### config.mk
export PLATFORM = sky130hd
export DESIGN_NAME = tcf_tilt
export DESIGN_NICKNAME = d
export VERILOG_FILES = /design/src/sv/tcf_pkg.sv /design/src/sv/tcf_tilt.sv
export SDC_FILE = /design/constraint.sdc
export NUM_CORES = 2
export LEC_CHECK = 0
export BUFFER_PORTS_ARGS = -buffer_cell sky130_fd_sc_hd__buf_2
export CORE_ASPECT_RATIO = 0.7
export CORE_UTILIZATION = 61
export DETAILED_ROUTE_END_ITERATION = 10
export PLACE_DENSITY = 0.8
export SYNTH_ARGS = -nofsm -noshare
export SYNTH_HDL_FRONTEND = slang
export SYNTH_SLANG_ARGS = --single-unit
### constraint.sdc
create_clock -name clk_i -period 13.8 [get_ports clk_i]
set_clock_uncertainty 0.05 [all_clocks]
set_input_delay 0 -clock clk_i [delete_from_list [all_inputs] [get_ports clk_i]]
set_output_delay 0 -clock clk_i [all_outputs]
set_load 0.02 [all_outputs]
### src/sv/tcf_pkg.sv
`timescale 1ns / 1ps
// ----------------------------------------------------------------------------
// tcf_pkg
// Shared constants, types and the arctangent table of the tilt filter.
// ----------------------------------------------------------------------------
package tcf_pkg;

  localparam int unsigned AngleLimit = 5898240;
  localparam int unsigned BlendReset = 49152;
  localparam int unsigned GainReset  = 128070;
  localparam int unsigned IncDivisor = 256000000;
  localparam int unsigned IncHalf    = 128000000;
  // ceil(2^60 / 15625): divide by 256000000 as a 14-bit shift then this
  localparam logic [46:0] IncRecip   = 47'd73786976294839;

  localparam logic       OpUpdate = 1'b0;
  localparam logic       OpInit   = 1'b1;

  localparam logic [1:0] RegBlend = 2'd0;
  localparam logic [1:0] RegGain  = 2'd1;

  typedef struct packed {
    logic        start;
    logic [15:0] own;
    logic [15:0] oth_a;
    logic [15:0] oth_b;
  } tilt_req_t;

  function automatic logic [22:0] atan_entry(input logic [4:0] idx);
    logic [22:0] r;
    case (idx)
      5'd0:  r = 23'd2949120;
      5'd1:  r = 23'd1740967;
      5'd2:  r = 23'd919879;
      5'd3:  r = 23'd466945;
      5'd4:  r = 23'd234379;
      5'd5:  r = 23'd117305;
      5'd6:  r = 23'd58666;
      5'd7:  r = 23'd29335;
      5'd8:  r = 23'd14668;
      5'd9:  r = 23'd7334;
      5'd10: r = 23'd3667;
      5'd11: r = 23'd1833;
      5'd12: r = 23'd917;
      5'd13: r = 23'd458;
      5'd14: r = 23'd229;
      5'd15: r = 23'd115;
      5'd16: r = 23'd57;
      5'd17: r = 23'd29;
      5'd18: r = 23'd14;
      5'd19: r = 23'd7;
      5'd20: r = 23'd4;
      5'd21: r = 23'd2;
      5'd22: r = 23'd1;
      default: r = 23'd0;
    endcase
    return r;
  endfunction

endpackage

### src/sv/tcf_tilt.sv
`timescale 1ns / 1ps
// ----------------------------------------------------------------------------
// tcf_tilt
// Integer square root (one bit a cycle) then CORDIC vectoring (one step a
// cycle) giving atan(own / hypot(a, b)) in Q16.16 degrees, clamped.
// ----------------------------------------------------------------------------
module tcf_tilt import tcf_pkg::*; #(
  parameter int unsigned Steps = 16
) (
  input  logic             clk_i,
  input  logic             rst_ni,
  input  tilt_req_t        req_i,
  output logic             done_o,
  output logic signed [23:0] angle_o
);

  localparam logic [1:0] StIdle = 2'd0;
  localparam logic [1:0] StSqrt = 2'd1;
  localparam logic [1:0] StCord = 2'd2;
  localparam logic [1:0] StDone = 2'd3;
  localparam int unsigned CntW  = 5;
  localparam logic [CntW-1:0] LastStep = CntW'(Steps - 1);

  logic [1:0]             state_q, state_d;
  logic [CntW-1:0]        cnt_q, cnt_d;
  logic [31:0]            rem_q, rem_d;
  logic [16:0]            root_q, root_d;
  logic signed [33:0]     x_q, x_d, y_q, y_d;
  logic signed [24:0]     z_q, z_d;
  logic signed [15:0]     own_q, own_d;

  logic signed [31:0]     sa, sb;
  logic [32:0]            sumsq;
  logic [33:0]            trial;
  logic [16:0]            cand;
  logic signed [33:0]     xs, ys;
  logic signed [24:0]     tv;

  always_comb begin
    sa    = $signed(req_i.oth_a) * $signed(req_i.oth_a);
    sb    = $signed(req_i.oth_b) * $signed(req_i.oth_b);
    sumsq = {1'b0, sa} + {1'b0, sb};
    cand  = root_q | (17'd1 << (5'd16 - cnt_q));
    trial = 34'(cand) * 34'(cand);
    xs    = x_q >>> cnt_q;
    ys    = y_q >>> cnt_q;
    tv    = 25'(atan_entry(cnt_q));
    state_d = state_q;
    cnt_d   = cnt_q;
    rem_d   = rem_q;
    root_d  = root_q;
    x_d     = x_q;
    y_d     = y_q;
    z_d     = z_q;
    own_d   = own_q;
    case (state_q)
      StIdle: begin
        if (req_i.start) begin
          rem_d   = sumsq[31:0];
          root_d  = '0;
          cnt_d   = '0;
          own_d   = req_i.own;
          state_d = StSqrt;
        end
      end
      StSqrt: begin
        if ({1'b0, trial} <= {2'b0, rem_q}) root_d = cand;
        if (cnt_q == 5'd16) begin
          x_d     = 34'($signed({3'b0, ((({1'b0, trial} <= {2'b0, rem_q})) ?
                     cand : root_q), 14'd0}));
          y_d     = 34'(own_q) <<< 14;
          z_d     = '0;
          cnt_d   = '0;
          state_d = StCord;
        end else begin
          cnt_d = cnt_q + 1'b1;
        end
      end
      StCord: begin
        if (x_q == 0 && y_q == 0) begin
          state_d = StDone;
        end else begin
          if (!y_q[33]) begin
            x_d = x_q + ys; y_d = y_q - xs; z_d = z_q + tv;
          end else begin
            x_d = x_q - ys; y_d = y_q + xs; z_d = z_q - tv;
          end
          if (cnt_q == LastStep) state_d = StDone;
          else cnt_d = cnt_q + 1'b1;
        end
      end
      default: state_d = StIdle;
    endcase
  end

  always_ff @(posedge clk_i or negedge rst_ni) begin
    if (!rst_ni) state_q <= StIdle;
    else state_q <= state_d;
  end

  always_ff @(posedge clk_i) begin
    cnt_q <= cnt_d; rem_q <= rem_d; root_q <= root_d;
    x_q <= x_d; y_q <= y_d; z_q <= z_d; own_q <= own_d;
  end

  assign done_o = (state_q == StDone);
  always_comb begin
    if (z_q > $signed(25'(AngleLimit)))       angle_o = 24'(AngleLimit);
    else if (z_q < -$signed(25'(AngleLimit))) angle_o = -24'(AngleLimit);
    else                                      angle_o = z_q[23:0];
  end

endmodule
# After elaboration in Yosys (flattened, before gate mapping)
# Memories as Yosys holds them, arrays and structs flattened. A register that Yosys moved wholly into a read port is not among the register bits.
# Index checks and enable logic that the tools add are counted.
# Widths: inputs -> output; s select.
totals:
  register_bits: 165
  mem_bits_ro: 704
  inputBits: 51
  out_inout_bits: 25
  wordCells: 78
  n_memories: 1
op_classes:
  n_addsub: 9
  multipliers: 3
  n_lt_le_gt_ge: 3
  eq_ne: 10
  shift: 3
  n_mux: 28
  n_bitwise: 1
  reduce_logical: 12
memory_table:
  columns: ["name", "words", "word_bits", "read_ports", "rd_clocked_by_memory_dff", "write_ports", "line_no", "text"]
  rows:
  - ["(name not given)", 32, 22, 1, 1, 0, "tcf_pkg.sv:31", "case (idx)"]
ops:
  columns: ["op", "count"]
  rows:
  - ["$mux 34", 6]
  - ["$pmux 34 s2", 2]
  - ["$mux 25", 3]
  - ["$add 34x34->34", 2]
  - ["$logic_not 34->1", 2]
  - ["$sshr 34x5->34", 2]
  - ["$sub 34x34->34", 2]
  - ["$mul 16x16->32", 2]
  - ["$pmux 25 s2", 1]
  - ["$mux 24", 2]
  - ["$le 34x32->1", 1]
  - ["$mul 17x17->34", 1]
  - ["$mux 17", 2]
  - ["$pmux 17 s2", 1]
  - ["$add 32x32->32", 1]
  - ["$add 25x24->25", 1]
  - ["$gt 25x24->1 const B", 1]
  - ["$lt 25x24->1 const B", 1]
  - ["$mux 5", 5]
  - ["$sub 25x24->25", 1]
  - ["$or 17x17->17", 1]
  - ["$shl 1x5->17 const A", 1]
  - ["$pmux 5 s3", 1]
  - ["$mux 2", 4]
  - ["other kinds (16)", 23]

# Longest topological paths before layout
depth:
  word_depth: 8
  ltp_mapped: 51
  mapped_depth_nobuf: 44

# Worst setup path after synthesis
# Ideal clock, no wire load.
synth_path:
  path_kind: "flip-flop to flip-flop"
  from: "register cnt_q[1]"
  to: "register x_q[20] (data pin)"
  setup_time_ns: 0.152
  arrival_ns: 10.501
  required_time_ns: 13.598
  path_slack_ns: 3.097
  path_stages_with_launch: 47
  n_path_buf: 6
  period_less_slack_ns: 10.703
  cell_sequence: "edfxtp_1 -> buf_2 -> inv_2 -> buf_2 -> buf_2 -> clkbuf_1 -> ha_1 -> inv_1 -> nor3_1 -> ha_1 -> nor2b_1 -> a21o_1 -> clkbuf_1 -> clkinv_1 -> nor2_1 -> fa_1 -> inv_1 -> fa_1 -> [11 not listed] -> o211ai_1 -> a41o_1 -> a221o_1 -> a21oi_1 -> o21bai_1 -> a21oi_1 -> xnor2_1 -> ha_1 -> a211oi_1 -> nand2_1 -> nor2_1 -> o311ai_0 -> o221ai_1 -> nand2_1 -> nor2_1 -> buf_2 -> a211oi_1 -> a31oi_1"
synth_via:
  elab_chain_cells: 8
  word_cells_on_any_way: 13
  cone_classes: "add/sub: 3; mul: 1; order compare: 1; shift: 2; mux: 5; bitwise: 1"
synth_lines:
  columns: ["element", "line_no", "text"]
  rows:
  - ["start: declaration", "tcf_tilt.sv:25", "logic [CntW-1:0] cnt_q, cnt_d;"]
  - ["start signal: assignment", "tcf_tilt.sv:102", "cnt_q <= cnt_d; rem_q <= rem_d; root_q <= root_d;"]
  - ["$sub 5x5->5", "tcf_tilt.sv:43", "cand = root_q | (17'd1 << (5'd16 - cnt_q));"]
  - ["$shl 1x5->17", "tcf_tilt.sv:43", null]
  - ["$or 17x17->17", "tcf_tilt.sv:43", null]
  - ["$mul 17x17->34", "tcf_tilt.sv:44", "trial = 34'(cand) * 34'(cand);"]
  - ["$le 34x32->1", "tcf_tilt.sv:69", "x_d = 34'($signed({3'b0, ((({1'b0, trial} <= {2'b0, rem_q})) ?"]
  - ["$mux 17", null, null]
  - ["$mux 34", "tcf_tilt.sv:68", "if (cnt_q == 5'd16) begin"]
  - ["$pmux 34 s2 (*)", "tcf_tilt.sv:56", "case (state_q)"]
  - ["net x_d[20]", "tcf_tilt.sv:28", "logic signed [33:0] x_q, x_d, y_q, y_d;"]
  - ["end signal: assignment", "tcf_tilt.sv:103", "x_q <= x_d; y_q <= y_d; z_q <= z_d; own_q <= own_d;"]
  - ["end: declaration", "tcf_tilt.sv:28", null]
# The timed path passes the listed nets; every way through them passes the cells marked *. The select of a mux whose other input is x is not followed.
# A chain may end at the register's enable or synchronous reset.

# Final worst setup path
layout_path:
  from: "register cnt_q[0]"
  to: "register x_q[26] (data pin)"
# The elaborated chain is that of the path after synthesis.

==> results by group <==
Detailed routing
  – DR pass1 iterations: 8
  – Vias per std cell: 6.11
  – Vias: 35000
  – WL/cell: 21.3 µm
  – Antenna viol nets, final: 0
  – Drt total wl: 122000 µm
  – Drt first-iter violations: between 4000 and 5000
  – DR DRC count: 0

Synthesis
  – Syn_nets: 5933
  – Yosys top cell area share: 32.1%
  – Seq/Total Area, Yosys: 12.1%
  – Unique cell type count in the Yosys netlist: 99
  – Flops & latches, synth: 187
  – Post-synth ARST share: 1.07%
  – Ys flop type: edfxtp_1
  – Post-synth EDFFs: around 160
  – Mapped Area: between 0.04 and 0.05 mm²
  – Avg Cell Area, Syn: 9.36 µm²
  – Ys Warns: 0
  – Instance count of the mapped netlist: between 4000 and 5000
  – Yosys top cell by area: fa_1
  – Ranking of synthesized cells by area: fa_1, edfxtp_1, ha_1

GRT
  – Grt peak-use layer: met1
  – Tot GR Track Use: 33.6%
  – Vias in the first global route: between 30000 and 40000
  – Initial antenna violation count: 4
  – M2 GR Usage: 45.2%
  – M3 GR Usage: 14.0%
  – First-pass GRT wire length: around 200000 µm
  – GRT overflow: 0
  – M1 GR Usage: 50.4%
  – Largest net degree at the start of global routing: 65

Setup path
  – Worst reg2reg setup slack: 2.66 ns
  – Arr. time, crit path: 11.40 ns
  – Reg2Reg Depth: 37
  – CP bufs+invs: 6
  – WP depth: 37
  – Max incr delay on CP: 0.86 ns
  – Critical Path RT: 14.07 ns
  – CP endpoint: x_q[26]$_DFFE_PP_
  – CP Class: register to register
  – Critical Path Most Common Cell: fa_1
  – R2R Path Start: cnt_q[0]$_DFFE_PP_
  – CP delay by family, top: compound AO/OA/AOI/OAI gates
  – RR Endpoint: x_q[26]$_DFFE_PP_
  – CP startpoint: cnt_q[0]$_DFFE_PP_
  – Highest-delay cell along the critical path: a21oi_1
  – Critical path peak fanout: 57
  – Crit end category: register
  – CP startpoint kind: register

Die
  – Die area: between 0.07 and 0.08 mm²
  – I/O pins: 76
  – Rows: 82
  – Die Span Y: 228 µm
  – Die W: 325 µm
  – Core area: 0.0720 mm²
  – Starting Density: 62.0%

Finish
  – Commonest cells after routing, fill and taps aside: inv_1, fa_1, ha_1, nand2_1, nor2_1
  – Nets@finish: 5912
  – Layout cells sized above 1: 6.82%
  – Multi-input logic area: about 0.035 mm²
  – Commonest non-fill, non-tap cell in the layout: inv_1
  – Reg area: 0.00539 mm²
  – Final cell count without fillers: 5735
  – # fillers: 5841
  – Area Growth Syn to Fin: 4.22%

Timing
  – Fin. max-slew vios: 0
  – WHS: roughly 0.086 ns
  – Peak Freq: 89.8 MHz
  – Slew HR: between 10% and 20%
  – TNS Setup: 0 ns
  – Final hold vios: 0
  – Setup Viol. Count Final: 0
  – Tcrit/Tclk final: 80.7%
  – Minimum clock period: 11.14 ns
  – RSZ-0062 raised after global routing: false
  – Worst-Margin Slew: 1.21 ns

Clock tree
  – Root Buffer: clkbuf_16
  – Cts repair resizes: 0
  – Clock-pin slew on the worst setup and hold paths: 0.08 ns
  – Latest clock arrival within the worst-skew pair: 0.49 ns
  – H-tree levels: 4
  – Clock sinks: 187
  – Setup Buffers After CTS: 0
  – CTS Buf Count: 17
  – TritonCTS clock tree: built
  – Longest Clk Path Bufs: 2

Run status
  – Run status: complete, no violations

Place
  – Placed cells: 5683
  – HPWL Detailed: 99800 µm
  – Placer Congestion: 1.05
  – IO Port Bufs: 75

Job
  – Maxcap violations: 0

Hold path
  – Hold Path Stages: 5
  – Tightest Hold Check Type: primary input to register
-- worst min path at each step --
stage	start	end	slack (ns)
floorplan	rst_ni	state_q[0]$_DFFE_PN0P_	-0.35
global placement	rst_ni	state_q[0]$_DFFE_PN0P_	-0.22
detailed placement	rst_ni	state_q[0]$_DFFE_PN0P_	-0.22
CTS	req_i[48]	state_q[1]$_DFFE_PN0P_	0.07
global route	req_i[48]	state_q[1]$_DFFE_PN0P_	0.14
finish	req_i[48]	state_q[1]$_DFFE_PN0P_	0.09
-- cell usage after synthesis, drive strengths merged, types with 6 or more instances --
master / count
a2111oi: 7
a211o: 6
a211oi: 33
a21boi: 8
a21o: 95
a21oi: 227
a221oi: 11
a31oi: 36
and2: 147
and3: 23
buf: 49
clkbuf: 118
clkinv: 7
dfxtp: 22
edfxtp: 163
fa: 716
ha: 391
inv: 975
mux2: 70
mux2i: 61
mux4: 81
nand2: 330
nand2b: 44
nand3: 36
nand3b: 6
nand4: 20
nor2: 321
nor2b: 57
nor3: 58
nor3b: 11
nor4: 31
o211ai: 15
o21a: 28
o21ai: 137
o21bai: 17
o221ai: 6
o22ai: 15
o31a: 7
o31ai: 15
o32ai: 6
or2: 10
or3: 24
or4: 6
xnor2: 163
xor2: 71
-- logic make-up after synthesis --
family	synth area share (%)
buffers and inverters	9.95
AND/OR/NAND/NOR	12.3
adder cells (fa/ha/maj)	43.0
AO/OA/AOI/OAI	10.8
XOR/XNOR	4.59
multiplexers	7.21
flip-flops	12.1
-- final cells by class --
type | instances | area share [%]
clock inverter | 15 | 0.371
inverter | 982 | 7.92
clock buffer | 17 | 0.913
sequential | 187 | 11.6
antenna | 2 | 0.0107
timing repair buffer | 127 | 1.74
multi-input combinational | 3439 | 74.9
tap | 966 | 2.60
-- per-stage QoR --
step / instance area (µm²) / worst slack (ns) / utilization (%)
2_1_floorplan: 44700 / 3.10 / -
3_3_place_gp: 45800 / 3.12 / 63.6
3_5_place_dp: 45800 / 2.89 / 63.6
4_1_cts: 46600 / 2.81 / 64.7
5_1_grt: 46600 / 1.97 / 64.7
6_report: 46600 / 2.66 / 64.7
-- worst reg2reg max path: cells and delay by family, from the launching register on --
kind | cells | cell delay, ns
simple gates | 6 | 1.00
buf+inv | 6 | 1.72
fa+ha+maj | 8 | 3.47
xor+xnor | 1 | 0.09
flops | 1 | 0.36
compound gates | 15 | 4.10
mux | 1 | 0.19
-- state kept, by name (all words and copies together) (netlist names) --
name and cells:
cnt_q 5, own_q 16, rem_q 32, root_q 17, state_q 2, tv 22, x_q 34, y_q 34
z_q 25
-- metal layers --
layer | share of wire (%) | routed length (µm) | up-vias
met5 | 0.018 | 22 | -
met4 | 1.8 | 2150 | 4
met3 | 16 | 19300 | 213
met2 | 40 | 48400 | 2102
met1 | 43 | 52200 | 17200
li1 | - | - | 15500
-- timing repair --
item	in CTS	in global routing
endpoints found under the setup margin	0	0
hold endpoints to repair	18	0
hold buffers	18	0
Power is not shown: default switching activity piles up to over one toggle a cycle in this logic, so the estimate is an artifact.
